<file path="src/rtl/core/idfs_pkg.sv">
package idfs_pkg;

    localparam int VERTICES_DEF   = 8;
    localparam int MAX_DEGREE_DEF = 4;

    localparam logic [1:0] MODE_NEIGHBOR = 2'd0;
    localparam logic [1:0] MODE_DEGREE   = 2'd1;
    localparam logic [1:0] MODE_START    = 2'd2;

    localparam int PC_W = 4;

    localparam logic [PC_W-1:0] PC_IDLE  = 4'd0;
    localparam logic [PC_W-1:0] PC_TOP   = 4'd1;
    localparam logic [PC_W-1:0] PC_CUR   = 4'd2;
    localparam logic [PC_W-1:0] PC_DEG   = 4'd3;
    localparam logic [PC_W-1:0] PC_SCAN  = 4'd4;
    localparam logic [PC_W-1:0] PC_TEST  = 4'd5;
    localparam logic [PC_W-1:0] PC_VISIT = 4'd6;
    localparam logic [PC_W-1:0] PC_POP   = 4'd7;
    localparam logic [PC_W-1:0] PC_FIN   = 4'd8;

    typedef enum logic [2:0] {
        C_ALWAYS,
        C_NO_START,
        C_EMPTY,
        C_SCAN_DONE,
        C_STALE
    } cond_t;

    typedef struct packed {
        logic take;
        logic stk_rd;
        logic ld_cur;
        logic ld_deg;
        logic nb_rd;
        logic slot_inc;
        logic emit;
        logic last;
        logic push;
        logic pop;
    } ctrl_t;

    typedef struct packed {
        ctrl_t           ctl;
        logic            wait_out;
        cond_t           cond;
        logic [PC_W-1:0] target;
    } ucode_t;

    typedef struct packed {
        logic start;
        logic empty;
        logic scan_done;
        logic stale;
        logic out_busy;
    } status_t;

    function automatic ucode_t microcode(input logic [PC_W-1:0] pc);
        ucode_t w;
        w = '0;
        w.cond = C_ALWAYS;
        unique case (pc)
            PC_IDLE:
            begin
                w.ctl.take = 1'b1;
                w.cond     = C_NO_START;
                w.target   = PC_IDLE;
            end
            PC_TOP:
            begin
                w.ctl.stk_rd = 1'b1;
                w.cond       = C_EMPTY;
                w.target     = PC_FIN;
            end
            PC_CUR:
            begin
                w.ctl.ld_cur = 1'b1;
                w.target     = PC_DEG;
            end
            PC_DEG:
            begin
                w.ctl.ld_deg = 1'b1;
                w.target     = PC_SCAN;
            end
            PC_SCAN:
            begin
                w.ctl.nb_rd = 1'b1;
                w.cond      = C_SCAN_DONE;
                w.target    = PC_POP;
            end
            PC_TEST:
            begin
                w.ctl.slot_inc = 1'b1;
                w.cond         = C_STALE;
                w.target       = PC_SCAN;
            end
            PC_VISIT:
            begin
                w.ctl.emit = 1'b1;
                w.ctl.push = 1'b1;
                w.wait_out = 1'b1;
                w.target   = PC_TOP;
            end
            PC_POP:
            begin
                w.ctl.pop = 1'b1;
                w.target  = PC_TOP;
            end
            PC_FIN:
            begin
                w.ctl.emit = 1'b1;
                w.ctl.last = 1'b1;
                w.wait_out = 1'b1;
                w.target   = PC_IDLE;
            end
            default:
            begin
                w.target = PC_IDLE;
            end
        endcase
        return w;
    endfunction

endpackage

</file>
<file path="src/rtl/core/idfs_sequencer.sv">
module idfs_sequencer (
    input  logic              clk,
    input  logic              rst_n,
    input  idfs_pkg::status_t status,
    output idfs_pkg::ctrl_t   ctrl
);
    import idfs_pkg::*;

    logic [PC_W-1:0] pc_reg;
    logic [PC_W-1:0] pc_next;
    ucode_t          uw;
    logic            hold;
    logic            jump;

    always_comb
    begin
        uw   = microcode(pc_reg);
        hold = uw.wait_out && status.out_busy;
        case (uw.cond)
            C_ALWAYS:    jump = 1'b1;
            C_NO_START:  jump = !status.start;
            C_EMPTY:     jump = status.empty;
            C_SCAN_DONE: jump = status.scan_done;
            C_STALE:     jump = status.stale;
            default:     jump = 1'b1;
        endcase
        if (hold)
        begin
            pc_next = pc_reg;
        end
        else if (jump)
        begin
            pc_next = uw.target;
        end
        else
        begin
            pc_next = PC_W'(pc_reg + 1'b1);
        end
        ctrl = hold ? '0 : uw.ctl;
    end

    always_ff @(posedge clk or negedge rst_n)
    begin
        if (!rst_n)
        begin
            pc_reg <= PC_IDLE;
        end
        else
        begin
            pc_reg <= pc_next;
        end
    end

endmodule

</file>
<file path="src/rtl/core/idfs_datapath.sv">
module idfs_datapath #(
    parameter int VERTICES   = idfs_pkg::VERTICES_DEF,
    parameter int MAX_DEGREE = idfs_pkg::MAX_DEGREE_DEF
) (
    input  logic              clk,
    input  logic              rst_n,
    input  idfs_pkg::ctrl_t   ctrl,
    output idfs_pkg::status_t status,
    input  logic              in_valid,
    input  logic [1:0]        in_mode,
    input  logic [2:0]        in_vertex,
    input  logic [1:0]        in_slot,
    input  logic [2:0]        in_neighbor,
    input  logic [2:0]        in_degree,
    output logic              out_valid,
    input  logic              out_ready,
    output logic [2:0]        out_vertex,
    output logic              out_last
);
    import idfs_pkg::*;

    localparam int VW = $clog2(VERTICES);
    localparam int DW = $clog2(MAX_DEGREE + 1);
    localparam int AW = $clog2(VERTICES * MAX_DEGREE);
    localparam int XW = 8;

    logic [2:0]    nb_mem [VERTICES*MAX_DEGREE];
    logic [DW-1:0] deg_mem [VERTICES];
    logic [VW-1:0] stk_mem [VERTICES];

    logic [VERTICES-1:0] deg_vld_reg;
    logic [VERTICES-1:0] vis_reg;
    logic [VW:0]         depth_reg;
    logic                out_valid_reg;

    logic [2:0]    nb_q_reg;
    logic [DW-1:0] deg_q_reg;
    logic          deg_vq_reg;
    logic [VW-1:0] stk_q_reg;
    logic [VW-1:0] cur_reg;
    logic [DW-1:0] slot_reg;
    logic [DW-1:0] deg_reg;
    logic [VW-1:0] pend_reg;
    logic [2:0]    out_vertex_reg;
    logic          out_last_reg;

    logic          accept;
    logic          in_range;
    logic          wr_nb;
    logic          wr_deg;
    logic          start;
    logic [DW-1:0] deg_clamp;
    logic [VW-1:0] v_idx;
    logic [AW-1:0] nb_wr_addr;
    logic [AW-1:0] nb_rd_addr;
    logic [VW-1:0] t_idx;
    logic          t_fresh;
    logic          can_push;
    logic          scan_done;
    logic          stk_we;
    logic [VW-1:0] stk_wa;
    logic [VW-1:0] stk_wd;

    always_comb
    begin
        accept     = in_valid && ctrl.take;
        in_range   = {5'd0, in_vertex} < XW'(VERTICES);
        wr_nb      = accept && in_range && (in_mode == MODE_NEIGHBOR)
                     && ({6'd0, in_slot} < XW'(MAX_DEGREE));
        wr_deg     = accept && in_range && (in_mode == MODE_DEGREE);
        start      = accept && in_range && (in_mode == MODE_START);
        deg_clamp  = ({5'd0, in_degree} > XW'(MAX_DEGREE)) ? DW'(MAX_DEGREE)
                                                            : DW'(in_degree);
        v_idx      = VW'(in_vertex);
        nb_wr_addr = AW'(AW'(v_idx) * AW'(MAX_DEGREE) + AW'(in_slot));
        nb_rd_addr = AW'(AW'(cur_reg) * AW'(MAX_DEGREE) + AW'(slot_reg));
        t_idx      = VW'(nb_q_reg);
        t_fresh    = ({5'd0, nb_q_reg} < XW'(VERTICES)) && !vis_reg[t_idx];
        can_push   = depth_reg < (VW+1)'(VERTICES);
        scan_done  = slot_reg >= deg_reg;
        stk_we     = start || (ctrl.push && can_push);
        stk_wa     = start ? '0 : VW'(depth_reg);
        stk_wd     = start ? v_idx : t_idx;

        status.start     = start;
        status.empty     = depth_reg == '0;
        status.scan_done = scan_done;
        status.stale     = !t_fresh;
        status.out_busy  = out_valid_reg && !out_ready;
    end

    // Hold memories and payload; no reset needed.
    always_ff @(posedge clk)
    begin
        if (wr_nb)
        begin
            nb_mem[nb_wr_addr] <= in_neighbor;
        end
        if (wr_deg)
        begin
            deg_mem[v_idx] <= deg_clamp;
        end
        if (stk_we)
        begin
            stk_mem[stk_wa] <= stk_wd;
        end
        if (ctrl.stk_rd)
        begin
            stk_q_reg <= stk_mem[VW'(depth_reg - 1'b1)];
        end
        if (ctrl.ld_cur)
        begin
            deg_q_reg  <= deg_mem[stk_q_reg];
            deg_vq_reg <= deg_vld_reg[stk_q_reg];
            cur_reg    <= stk_q_reg;
            slot_reg   <= '0;
        end
        if (ctrl.ld_deg)
        begin
            deg_reg <= deg_vq_reg ? deg_q_reg : '0;
        end
        if (ctrl.nb_rd && !scan_done)
        begin
            nb_q_reg <= nb_mem[nb_rd_addr];
        end
        if (ctrl.slot_inc)
        begin
            slot_reg <= DW'(slot_reg + 1'b1);
        end
        if (start)
        begin
            pend_reg <= v_idx;
        end
        else if (ctrl.push)
        begin
            pend_reg <= t_idx;
        end
        if (ctrl.emit)
        begin
            out_vertex_reg <= 3'(pend_reg);
            out_last_reg   <= ctrl.last;
        end
    end

    always_ff @(posedge clk or negedge rst_n)
    begin
        if (!rst_n)
        begin
            deg_vld_reg   <= '0;
            vis_reg       <= '0;
            depth_reg     <= '0;
            out_valid_reg <= 1'b0;
        end
        else
        begin
            if (wr_deg)
            begin
                deg_vld_reg[v_idx] <= 1'b1;
            end
            if (start)
            begin
                vis_reg   <= {{(VERTICES-1){1'b0}}, 1'b1} << v_idx;
                depth_reg <= (VW+1)'(1);
            end
            else if (ctrl.push)
            begin
                vis_reg[t_idx] <= 1'b1;
                if (can_push)
                begin
                    depth_reg <= (VW+1)'(depth_reg + 1'b1);
                end
            end
            else if (ctrl.pop)
            begin
                depth_reg <= (VW+1)'(depth_reg - 1'b1);
            end
            if (ctrl.emit)
            begin
                out_valid_reg <= 1'b1;
            end
            else if (out_ready)
            begin
                out_valid_reg <= 1'b0;
            end
        end
    end

    assign out_valid  = out_valid_reg;
    assign out_vertex = out_vertex_reg;
    assign out_last   = out_last_reg;

endmodule

</file>
<file path="src/rtl/core/iterative_dfs_order_unit.sv">
// Channel   Dir  tdata fields (low bit up)                  tuser / tlast
// s_*       in   vertex[2:0] slot[4:3] neighbor[7:5]        tuser[1:0] = mode
//                degree[10:8], zero fill to 16 bits
// m_*       out  visited_vertex[2:0], zero fill to 8 bits   tlast = last
//
// A load item is taken while idle and leaves the unit ready for the next one.
// A start item runs a microcode program: read the stack top, load that vertex
// and its degree, then scan its neighbor slots past visited or out-of-range
// ones. A fresh neighbor is marked, pushed and the pending vertex emitted; a
// finished scan pops, and an empty stack emits the last vertex and goes idle.
// Reset is asynchronous, active low, and clears degree flags and visited map.
// A stalled result holds the sequencer in its emit step; s_tready is low
// for the whole traversal.
module iterative_dfs_order_unit #(
    parameter int VERTICES   = idfs_pkg::VERTICES_DEF,
    parameter int MAX_DEGREE = idfs_pkg::MAX_DEGREE_DEF
) (
    input  logic        clk,
    input  logic        rst_n,
    input  logic        s_tvalid,
    output logic        s_tready,
    input  logic [15:0] s_tdata,   // vertex, slot, neighbor, degree
    input  logic [1:0]  s_tuser,   // mode
    output logic        m_tvalid,
    input  logic        m_tready,
    output logic [7:0]  m_tdata,   // visited_vertex
    output logic        m_tlast
);
    import idfs_pkg::*;

    ctrl_t      ctrl;
    status_t    status;
    logic [2:0] out_vertex;

    idfs_sequencer u_seq (
        .clk    (clk),
        .rst_n  (rst_n),
        .status (status),
        .ctrl   (ctrl)
    );

    idfs_datapath #(
        .VERTICES   (VERTICES),
        .MAX_DEGREE (MAX_DEGREE)
    ) u_dp (
        .clk         (clk),
        .rst_n       (rst_n),
        .ctrl        (ctrl),
        .status      (status),
        .in_valid    (s_tvalid),
        .in_mode     (s_tuser),
        .in_vertex   (s_tdata[2:0]),
        .in_slot     (s_tdata[4:3]),
        .in_neighbor (s_tdata[7:5]),
        .in_degree   (s_tdata[10:8]),
        .out_valid   (m_tvalid),
        .out_ready   (m_tready),
        .out_vertex  (out_vertex),
        .out_last    (m_tlast)
    );

    assign s_tready = ctrl.take;
    assign m_tdata  = {5'd0, out_vertex};

endmodule

</file>
<file path="config.mk">
export PLATFORM = sky130hd
export DESIGN_NAME = iterative_dfs_order_unit
export DESIGN_NICKNAME = d
export VERILOG_FILES = /design/src/rtl/core/idfs_pkg.sv /design/src/rtl/core/idfs_sequencer.sv /design/src/rtl/core/idfs_datapath.sv /design/src/rtl/core/iterative_dfs_order_unit.sv
export SDC_FILE = /design/constraint.sdc
export NUM_CORES = 1
export LEC_CHECK = 0
export CORE_MARGIN = 1.5
export CORE_UTILIZATION = 58
export DETAILED_ROUTE_END_ITERATION = 12
export DONT_BUFFER_PORTS = 1
export PLACE_DENSITY = 0.74
export SLEW_MARGIN = 20
export SYNTH_ARGS = -nofsm -noshare
export SYNTH_HDL_FRONTEND = slang
export SYNTH_HIERARCHICAL = 1
export SYNTH_SLANG_ARGS = --single-unit
</file>
<file path="constraint.sdc">
create_clock -name clk -period 3.6 [get_ports clk]
set_input_delay 0.18 -clock clk [delete_from_list [all_inputs] [get_ports clk]]
set_output_delay 0.18 -clock clk [all_outputs]
set_load 0.1 [all_outputs]
</file>
== Word-level counts from Yosys, hierarchy flattened ==
Memory sizes are Yosys's and may differ from the RTL's. A register that Yosys moved wholly into a read port is not among the register bits.
Index checks and enable logic that the tools add are counted.
Cells by class
  $add $sub $neg: 6
  bitwise operators: 2
  multiplexer cells: 44
  shift-type cells: 1
  reduce and logical (&&, ||, !) cells: 25
  magnitude comparators: 8
  equality and inequality tests: 15
Operators with widths (count)
  $mux 1: 22
  $mux 3: 7
  $mux 4: 5
  $pmux 4 s5: 1
  $eq 4x3->1 const B: 4
  $mux 8: 2
  $or 8x8->8: 2
  $lt 3x4->1 const B: 3
  $pmux 3 s4: 1
  $logic_and 1x1->1: 10
  $mux 10: 1
  $add 4x1->4 const B: 2
  $eq 4x2->1 const B: 2
  $logic_not 4->1: 2
  $shl 1x3->8 const A: 1
  $bmux 1 s3: 2
  $demux 1 s3: 2
  $eq 3x2->1 const B: 2
  $ge 3x1->1 const B: 2
  $reduce_bool 2->1: 3
  $reduce_or 2->1: 3
  $add 5x2->5: 1
  $add 5x3->5: 1
  $eq 4x1->1 const B: 1
  17 further kinds: 19
Storage, ports and cells
  output and inout bits: 11
  register bits: 42
  logic and storage cells: 116
  memories kept: 3
  bits in writable memories: 144
Memories
  u_dp.nb_mem: words 32, bits a word 3, rd ports 1, clocked after memory_dff 1, wr ports 1, RTL line idfs_datapath.sv:27  | logic [2:0] nb_mem [VERTICES*MAX_DEGREE];
  u_dp.deg_mem: words 8, bits a word 3, rd ports 1, clocked after memory_dff 1, wr ports 1, RTL line idfs_datapath.sv:28  | logic [DW-1:0] deg_mem [VERTICES];
  u_dp.stk_mem: words 8, bits a word 3, rd ports 1, clocked after memory_dff 1, wr ports 1, RTL line idfs_datapath.sv:29  | logic [VW-1:0] stk_mem [VERTICES];

== Depth between registers and ports, before layout ==
Gate-level depths: netlist of the first run.
  depth after elaboration: 10
  gate-level depth with buffers: 12
  depth with buffers taken out: 9

== Cells and area by module ==
The synthesis of the first run kept the hierarchy.
By module, submodules not included
  idfs_datapath: cells an instance 471, area each 7972.6 um2, seq. area each 5630.4 um2, times used 1
  idfs_sequencer: cells an instance 65, area each 544.3 um2, seq. area each 100.1 um2, times used 1
  iterative_dfs_order_unit: cells an instance 6, area each 41.3 um2, seq. area each 0.0 um2, times used 1

== Worst setup path before layout of the first run ==
OpenSTA, ideal clock, no wires.
  path kind: register to register
  start point: register u_seq.pc_reg[0]
  end point: register u_seq.pc_reg[0]
  cell stages (with the launch flop): 13
  buffers on the path: 3
  clock period less this slack: 2829 ps
  required time: 3479 ps
  slack: 771 ps
  data arrival time: 2708 ps
  setup time: 121 ps
  cells stage by stage: dfrtp_1 -> inv_1 -> ha_1 -> buf_6 -> and2_2 -> nand4b_1 -> inv_1 -> clkbuf_1 -> buf_4 -> o21a_1 -> o21ai_0 -> or3_1 -> a22o_1
Between the ends
  longest elaborated chain between the ends: 10
  elaborated cells on any way between the ends: 28
RTL lines
  start, declared: RTL line idfs_sequencer.sv:9  | logic [PC_W-1:0] pc_reg;
  start signal, assigned: RTL line idfs_sequencer.sv:50  | pc_reg <= pc_next;
  $eq 4x3->1 / $eq 4x4->1 (equally long branches): RTL line idfs_pkg.sv:62  | unique case (pc)
  $reduce_or 2->1 (no source line)
  $mux 1: RTL line idfs_pkg.sv:62
  $logic_and 1x1->1: RTL line idfs_sequencer.sv:18  | hold = uw.wait_out && status.out_busy;
  $mux 10 (*): RTL line idfs_sequencer.sv:39  | ctrl = hold ? '0 : uw.ctl;
  net s_tready: RTL line iterative_dfs_order_unit.sv:21  | output logic s_tready,
  $logic_and 1x1->1 (*): RTL line idfs_datapath.sv:66  | accept = in_valid && ctrl.take;
  $logic_and 1x1->1 (*): RTL line idfs_datapath.sv:71  | start = accept && in_range && (in_mode == MODE_START);
  net u_dp.start: RTL line idfs_datapath.sv:51  | logic start;
  $logic_not 1->1 (*): RTL line idfs_sequencer.sv:21  | C_NO_START: jump = !status.start;
  $pmux 1 s4 (*): RTL line idfs_sequencer.sv:19  | case (uw.cond)
  $mux 4 (*): RTL line idfs_sequencer.sv:31  | else if (jump)
The timed path passes the listed nets; every way through them passes the cells marked *.
A chain may end at the register's enable or synchronous reset.

==> results of run 1 <==
[kinds of logic after synthesis]
kind of cell | count (synthesis)
flip-flops | 195
adder cells (fa/ha/maj) | 12
AO/OA/AOI/OAI | 58
other | 1
buffers and inverters | 53
XOR/XNOR | 7
multiplexers | 55
AND/OR/NAND/NOR | 161
[routing by layer]
metal	share of wire, %	global-route usage [%]	vias to the layer above	wire length (µm)
li1	-	-	2069	-
met1	45	32.6	2373	7210
met2	48	34.1	154	7780
met3	5.5	4.04	20	888
met4	1.6	7.64	0	253
met5	0	0	-	0
[cells in the final DEF (no fill, tap or decap), types with 5 or more instances in the layout]
cell	n
a21oi_1	12
a311oi_1	9
and2_1	10
buf_4	7
clkbuf_16	17
clkinv_1	5
conb_1	5
dfrtp_1	25
edfxtp_1	170
ha_1	12
inv_1	12
mux2_2	8
mux2i_1	9
mux4_1	9
mux4_2	29
nand2_1	30
nand3_1	7
nand3b_1	10
nor2_1	58
nor2b_1	9
o21ai_0	8
or2_2	10
[report_power, final]
| part | leakage (nW) | switching [mW] | total, mW | internal, mW |
|---|---|---|---|---|
| combinational | 1.03 | 0.695 | 1.28 | 0.586 |
| clock | 0.299 | 0.777 | 1.93 | 1.16 |
| sequential | 1.85 | 0.295 | 2.99 | 2.69 |
[stage by stage]
stage / total power [mW] / cell area [µm²] / hold slack, ps / util [%] / cells
final: 6.20 / 9290 / 50.8 / 64.1 / 734
after global routing: 6.45 / 9290 / 41.5 / 64.1 / 734
after CTS: 6.23 / 9300 / 31.4 / 64.2 / 734
after detailed placement: 4.27 / 8620 / -115 / 59.5 / 696
after global placement: 4.22 / 8620 / -115 / 59.5 / 696
after floorplan: 4.02 / 8570 / -116 / - / 546
[worst paths after layout]
kind,start,to,slack (ps),depth (start not counted)
max,u_seq/pc_reg[0]$_DFFE_PN0N_,u_seq/pc_reg[0]$_DFFE_PN0N_,620,9
min,s_tdata[10],u_dp/deg_mem[3][0]$_DFFE_PP_,50,1
max reg2reg,u_seq/pc_reg[0]$_DFFE_PN0N_,u_seq/pc_reg[0]$_DFFE_PN0N_,620,9
min reg2reg,u_dp/pend_reg[2]$_DFFE_PP_,u_dp/out_vertex[2]$_DFFE_PP_,420,0
max in group asynchronous,rst_n,u_seq/pc_reg[2]$_DFFE_PN0N_,3260,2
min in group asynchronous,rst_n,u_dp/depth_reg[0]$_DFFE_PN0P_,180,2
[final cells by class]
class / instances / area [µm²]
inverters: 12 / 45.0
clock buffers: 17 / 425
clock inverters: 15 / 188
repair buffers: 13 / 108
well taps: 184 / 230
fillers: 961 / 5190
multi-input cells: 298 / 2560
flip-flops and latches: 195 / 5730
==> reports/qor.txt, run 1 <==
Post-synthesis sequential area ratio = 67.0%
Port Buf Inserts = 0
Clock tree buffer depth = 2
Startpoint types = register
Die ar. = 15500 µm²
Status = finished clean
Final Hold Vio Count = 0
CP bufs+invs = 2
Io pins = 33
Num CTS Buffers = 17
Synth Register Bits = 195
Mean post-synth cell area = 15.8 µm²
Post-synth ARST share = 12.8%
F_max = 336 MHz
Final period demand of the worst path = 2980 ps
Gpl congestion = 0.817
Die Wd = 124 µm
Setup Buffers After CTS = 0
Worst hold path type = input pin to register
Main flop type after synthesis = edfxtp_1
Cell mode on critical path = inv_1
Worst Max-Slew Pin Slew = 912 ps
Post-route setup slack = 623 ps
Pins over their slew limit = 0
Core region area = 14500 µm²
Endpoints failing setup = 0
Ranking of synthesized cells by area = edfxtp_1 60%, mux4_2 7.6%, dfrtp_1 7.3%, mux4_1 2.8%, nor2_1 2.5%
Post-Synth Simple-Gate Area = 9.42%
Post-route ant nets = 0
Post-synthesis mux area share = 12.5%
Clk sinks = 195
Mapped Cells = 542
First-pass GRT wire length = 26100 µm
Post-CTS Hold Fix Bufs = 6
Layout cells sized above 1 = 17.5%
Max stage delay on crit path = 500 ps
CP max stage cell = nand4b_1
Vias post-DR = 4616
Clock transition at path regs = 70 ps
Area grow syn2layout = 8.52%
Setup Crit Path Kind = register to register
Cts repair resizes = 0
Per-cell routed wire length = 22.0 µm
Main combinational cell family by area after synthesis = multiplexers
DRC viols = 0
WL final = 16100 µm
Mapped Area = 8560 µm²
Row count = 44
CTS H-tree lvls = 4
CP delay by family, top = simple AND/OR/NAND/NOR gates
Max-slew headroom = 39.4%
Initial drt markers = 421
Arrival time worst endpoint = 3290 ps
Compound-cell area share of the yosys netlist = 5.23%
Biggest regs = u_dp/nb_mem (96), u_dp/deg_mem (24), u_dp/stk_mem (24)
Drt pass-1 iters = 5
Pwr Density = 668 nW/µm²
Setup WS pre-CTS = 695 ps
Synth Area in Adders = 1.75%
Initial antenna violation count = 0
Kind of end point of the critical path = register
Setup tns final = 0 ps
CP cell instances = inv_1 -> ha_1 -> and2_2 -> nand4b_1 -> inv_1 -> o21a_1 -> o21ai_0 -> or3_1 -> a22o_1
Lkg Pwr = 3.18 nW
Synth unique cells = 59
RSZ-0062 raised after global routing = false
GRT Overall Usage = 22.2%
Root buffer cell = clkbuf_16
Vias in the first global route = 4716
Final net count = 571
Hpwl dp = 10800 µm
Top-count cell post-synth = edfxtp_1
Clock latency on the worst-skew pair = 430 ps
Final worst-path cycle share = 82.7%
Crit-path max FO = 11
Diodes inserted = 0
Area leader, netlist = edfxtp_1
Worst Clk Skew = 9.94 ps
Commonest cells in the netlist = 170 x edfxtp_1, 58 x nor2_1, 30 x nand2_1
Post-synth EDFFs = 170
CP required = 3910 ps
DR vias/cell = 6.29
Largest net degree at the start of global routing = 33
CTS tree = built
Total number of yosys warnings = 6
Largest register by flop count = u_dp/nb_mem
Max Cap Viol = 0
Initial Utilization = 59.1%
Max reg flops = 96
Maximum vdd drop = 477 µV
Congestion Overflow GR = 0
Synth top area share = 59.6%
Die Span Y = 124 µm
Synth Area in XOR/XNOR = 0.804%
Note: power is estimated with default switching activity, not from simulation.
==> run 2, diff against run 1 <==
--- a/config.mk
+++ b/config.mk
@@ -6,10 +6,10 @@
 export NUM_CORES = 1
 export LEC_CHECK = 0
 export CORE_MARGIN = 1.5
-export CORE_UTILIZATION = 58
+export CORE_UTILIZATION = 57
 export DETAILED_ROUTE_END_ITERATION = 12
 export DONT_BUFFER_PORTS = 1
-export PLACE_DENSITY = 0.74
+export PLACE_DENSITY = 0.75
 export SLEW_MARGIN = 20
 export SYNTH_ARGS = -nofsm -noshare
 export SYNTH_HDL_FRONTEND = slang
==> constraint.sdc (replaced) <==
create_clock -name clk -period 2.49 [get_ports clk]
set_input_delay 0.1245 -clock clk [delete_from_list [all_inputs] [get_ports clk]]
set_output_delay 0.1245 -clock clk [all_outputs]
set_load 0.1 [all_outputs]
==> run 2 against run 1 <==
- global-route usage increased by 0.49 points
- critical path depth fell by 2
- non-clock buffer count up 16
- routed wire length is 3.8% higher
==> reports/qor.txt, run 2 (synthesis results as in run 1) <==
GR Util met2 = 33.8% (was 34.1%)
Gr busiest metal = met2 (unchanged)
Kind of end point of the critical path = register (unchanged)
Die Wd = 126 µm (was 124 µm)
Diodes inserted = 0 (unchanged)
Setup WS pre-CTS = -50.7 ps (was 695 ps)
Per-cell routed wire length = 22.3 µm (was 22.0 µm)
Final net count = 587 (was 571)
GRT Overall Usage = 22.7% (was 22.2%)
Fillers = 966 (was 961)
Die ar. = 15800 µm² (was 15500 µm²)
RSZ-0062 raised after global routing = true (was false)
Worst hold path type = input pin to register (unchanged)
CP bufs+invs = 1 (was 2)
Core region area = 14600 µm² (was 14500 µm²)
Most common cell after layout, fill and taps aside = edfxtp_1 (unchanged)
Setup Crit Path Kind = register to register (unchanged)
Worst Clk Skew = 15.0 ps (was 9.94 ps)
Final worst-path cycle share = 97.8% (was 82.7%)
Cells on worst reg2reg path = 7 (was 9)
Initial antenna violation count = 0 (unchanged)
Met1 Track Usage GR = 33.3% (was 32.6%)
Port Buf Inserts = 0 (unchanged)
Max-slew headroom = 39.7% (was 39.4%)
Final Power = 9.07 mW (was 6.20 mW)
Layout cells sized above 1 = 21.7% (was 17.5%)
WL final = 16700 µm (was 16100 µm)
Largest net degree at the start of global routing = 33 (unchanged)
Final period demand of the worst path = 2430 ps (was 2980 ps)
Switching pwr = 2.61 mW (was 1.77 mW)
Max stage delay on crit path = 450 ps (was 500 ps)
Final Hold Vio Count = 0 (unchanged)
Row count = 44 (unchanged)
Clock share of power = 31.0% (was 31.2%)
Comb power frac = 22.4% (was 20.7%)
Int Power = 6.45 mW (was 4.43 mW)
GR Util met3 = 4.84% (was 4.04%)
Root buffer cell = clkbuf_16 (unchanged)
Endpoints failing setup = 0 (unchanged)
Hold Path Stages = 2 (was 1)
CP delay by family, top = simple AND/OR/NAND/NOR gates (unchanged)
CTS tree = built (unchanged)
Post-route setup slack = 55.1 ps (was 623 ps)
Initial drt markers = 400 (was 421)
Clock tree buffer depth = 2 (unchanged)
Vias in the first global route = 4804 (was 4716)
Arrival time worst endpoint = 2540 ps (was 3290 ps)
Clock transition at path regs = 70 ps (about the same)
Critical Path Stages = 7 (was 9)
Sw Share = 28.8% (was 28.5%)
Min Hold Slack = 66.0 ps (was 50.8 ps)
Sequential power share = 46.6% (was 48.2%)
Commonest non-fill, non-tap cells in the layout = 170 x edfxtp_1, 56 x nor2_1, 30 x nand2_1 (was 170 x edfxtp_1, 58 x nor2_1, 30 x nand2_1)
Die Span Y = 126 µm (was 124 µm)
Io pins = 33 (unchanged)
Drt pass-1 iters = 5 (unchanged)
Largest register by flop count = u_dp/nb_mem (unchanged)
Vias post-DR = 4710 (was 4616)
Area grow syn2layout = 10.4% (was 8.52%)
First-pass GRT wire length = 26700 µm (was 26100 µm)
Gpl congestion = 0.838 (was 0.817)
Maximum vdd drop = 858 µV (was 477 µV)
Clock latency on the worst-skew pair = 430 ps (about the same)
CTS H-tree lvls = 4 (unchanged)
CP cell instances = inv_1 -> ha_1 -> and2_4 -> nand2_1 -> nor4_1 -> nand2b_1 -> nor2_1 (was inv_1 -> ha_1 -> and2_2 -> nand4b_1 -> inv_1 -> o21a_1 -> o21ai_0 -> or3_1 -> a22o_1)
Lkg Pwr = 3.27 nW (was 3.18 nW)
Status = finished clean (unchanged)
Pwr Density = 960 nW/µm² (was 668 nW/µm²)
CP required = 2600 ps (was 3910 ps)
F_max = 411 MHz (was 336 MHz)
Congestion Overflow GR = 0 (unchanged)
Crit-path max FO = 8 (was 11)
DRC viols = 0 (unchanged)
Max reg flops = 96 (unchanged)
DR vias/cell = 6.28 (was 6.29)
Hpwl dp = 11200 µm (was 10800 µm)
Startpoint types = register (unchanged)
Biggest regs = u_dp/nb_mem (96), u_dp/deg_mem (24), u_dp/stk_mem (24) (unchanged)
Worst Max-Slew Pin Slew = 907 ps (was 912 ps)
Initial Utilization = 58.7% (was 59.1%)
Num CTS Buffers = 17 (unchanged)
Clk sinks = 195 (unchanged)
Pins over their slew limit = 0 (unchanged)
Post-route ant nets = 0 (unchanged)
CP max stage cell = dfrtp_1 (was nand4b_1)
Max Cap Viol = 0 (unchanged)
run 2: cell types whose count changed in the layout (fill, tap and decap cells not counted), sizes merged:
cell,delta
inv,+1
bufinv,-1
buf,+16
clkbuf,+3
clkinv,-3
run 2: area by class of cell:
type / count / area, µm² / area share [%]
Clock inverter: 12 / 150 / 1.59
Inverter: 12 / 45.0 / 0.477
Timing Repair Buffer: 29 / 240 / 2.54
Sequential cell: 195 / 5730 / 60.7
Multi-Input combinational cell: 298 / 2580 / 27.3
Tap cell: 184 / 230 / 2.44
Clock buffer: 20 / 467 / 4.94
run 2: path summary, 6_finish.rpt:
path | startpoint | slack [ps] | endpoint
min in group asynchronous | rst_n | 130 | u_dp/depth_reg[0]$_DFFE_PN0P_
worst max-delay path | u_seq/pc_reg[0]$_DFFE_PN0N_ | 60 | u_dp/nb_mem[12][2]$_DFFE_PP_
max in group asynchronous | rst_n | 2180 | u_dp/out_valid$_DFFE_PN0P_
worst min register to register | u_dp/pend_reg[0]$_DFFE_PP_ | 430 | u_dp/out_vertex[0]$_DFFE_PP_
worst min-delay path | s_tdata[2] | 70 | u_dp/vis_reg[2]$_DFFE_PN0P_
worst max register to register | u_seq/pc_reg[0]$_DFFE_PN0N_ | 60 | u_dp/nb_mem[12][2]$_DFFE_PP_
run 2: metal layers:
metal	vias to the layer above	part of all wire [%]	wire, µm
met4	0	2.0	343
met3	28	7.3	1220
met5	-	0	0
met2	209	48	7990
li1	2102	-	-
met1	2371	43	7180
run 2: timing repair:
| action | CTS | global route |
|---|---|---|
| setup buffers | 0 | 1 |
| hold endpoints to repair | 145 | 0 |
| gates resized for setup | 2 | 5 |
| endpoints found under the setup margin | 2 | 44 |
| pin swaps | 0 | 1 |
| hold buffers | 6 | 0 |
| cloned | 0 | 0 |
run 2: power by group through the flow:
stage	Sequential (mW)	Clock, mW	Combinational [mW]
after floorplan	4.23	0	1.60
after global placement	4.27	0	1.86
after detailed placement	4.28	0	1.95
after CTS	4.22	2.84	2.02
after global routing	4.26	2.97	2.18
final	4.23	2.81	2.03
run 2: worst register-to-register path: stages, from the launching register on:
cell and delay [ps]:
dfrtp_1 450, inv_1 110, ha_1 180, and2_4 200
nand2_1 90, nor4_1 330, nand2b_1 400, nor2_1 370
run 2: through the flow:
stage               area [µm²]  setup TNS, ps  cells  util [%]
CTS                       9440              0    749      64.7
global route              9450           -197    750      64.8
finish                    9450              0    750      64.8
floorplan                 8580          -64.1    546         -
global placement          8750              0    711      60.0
detailed placement        8750          -55.6    711      60.0
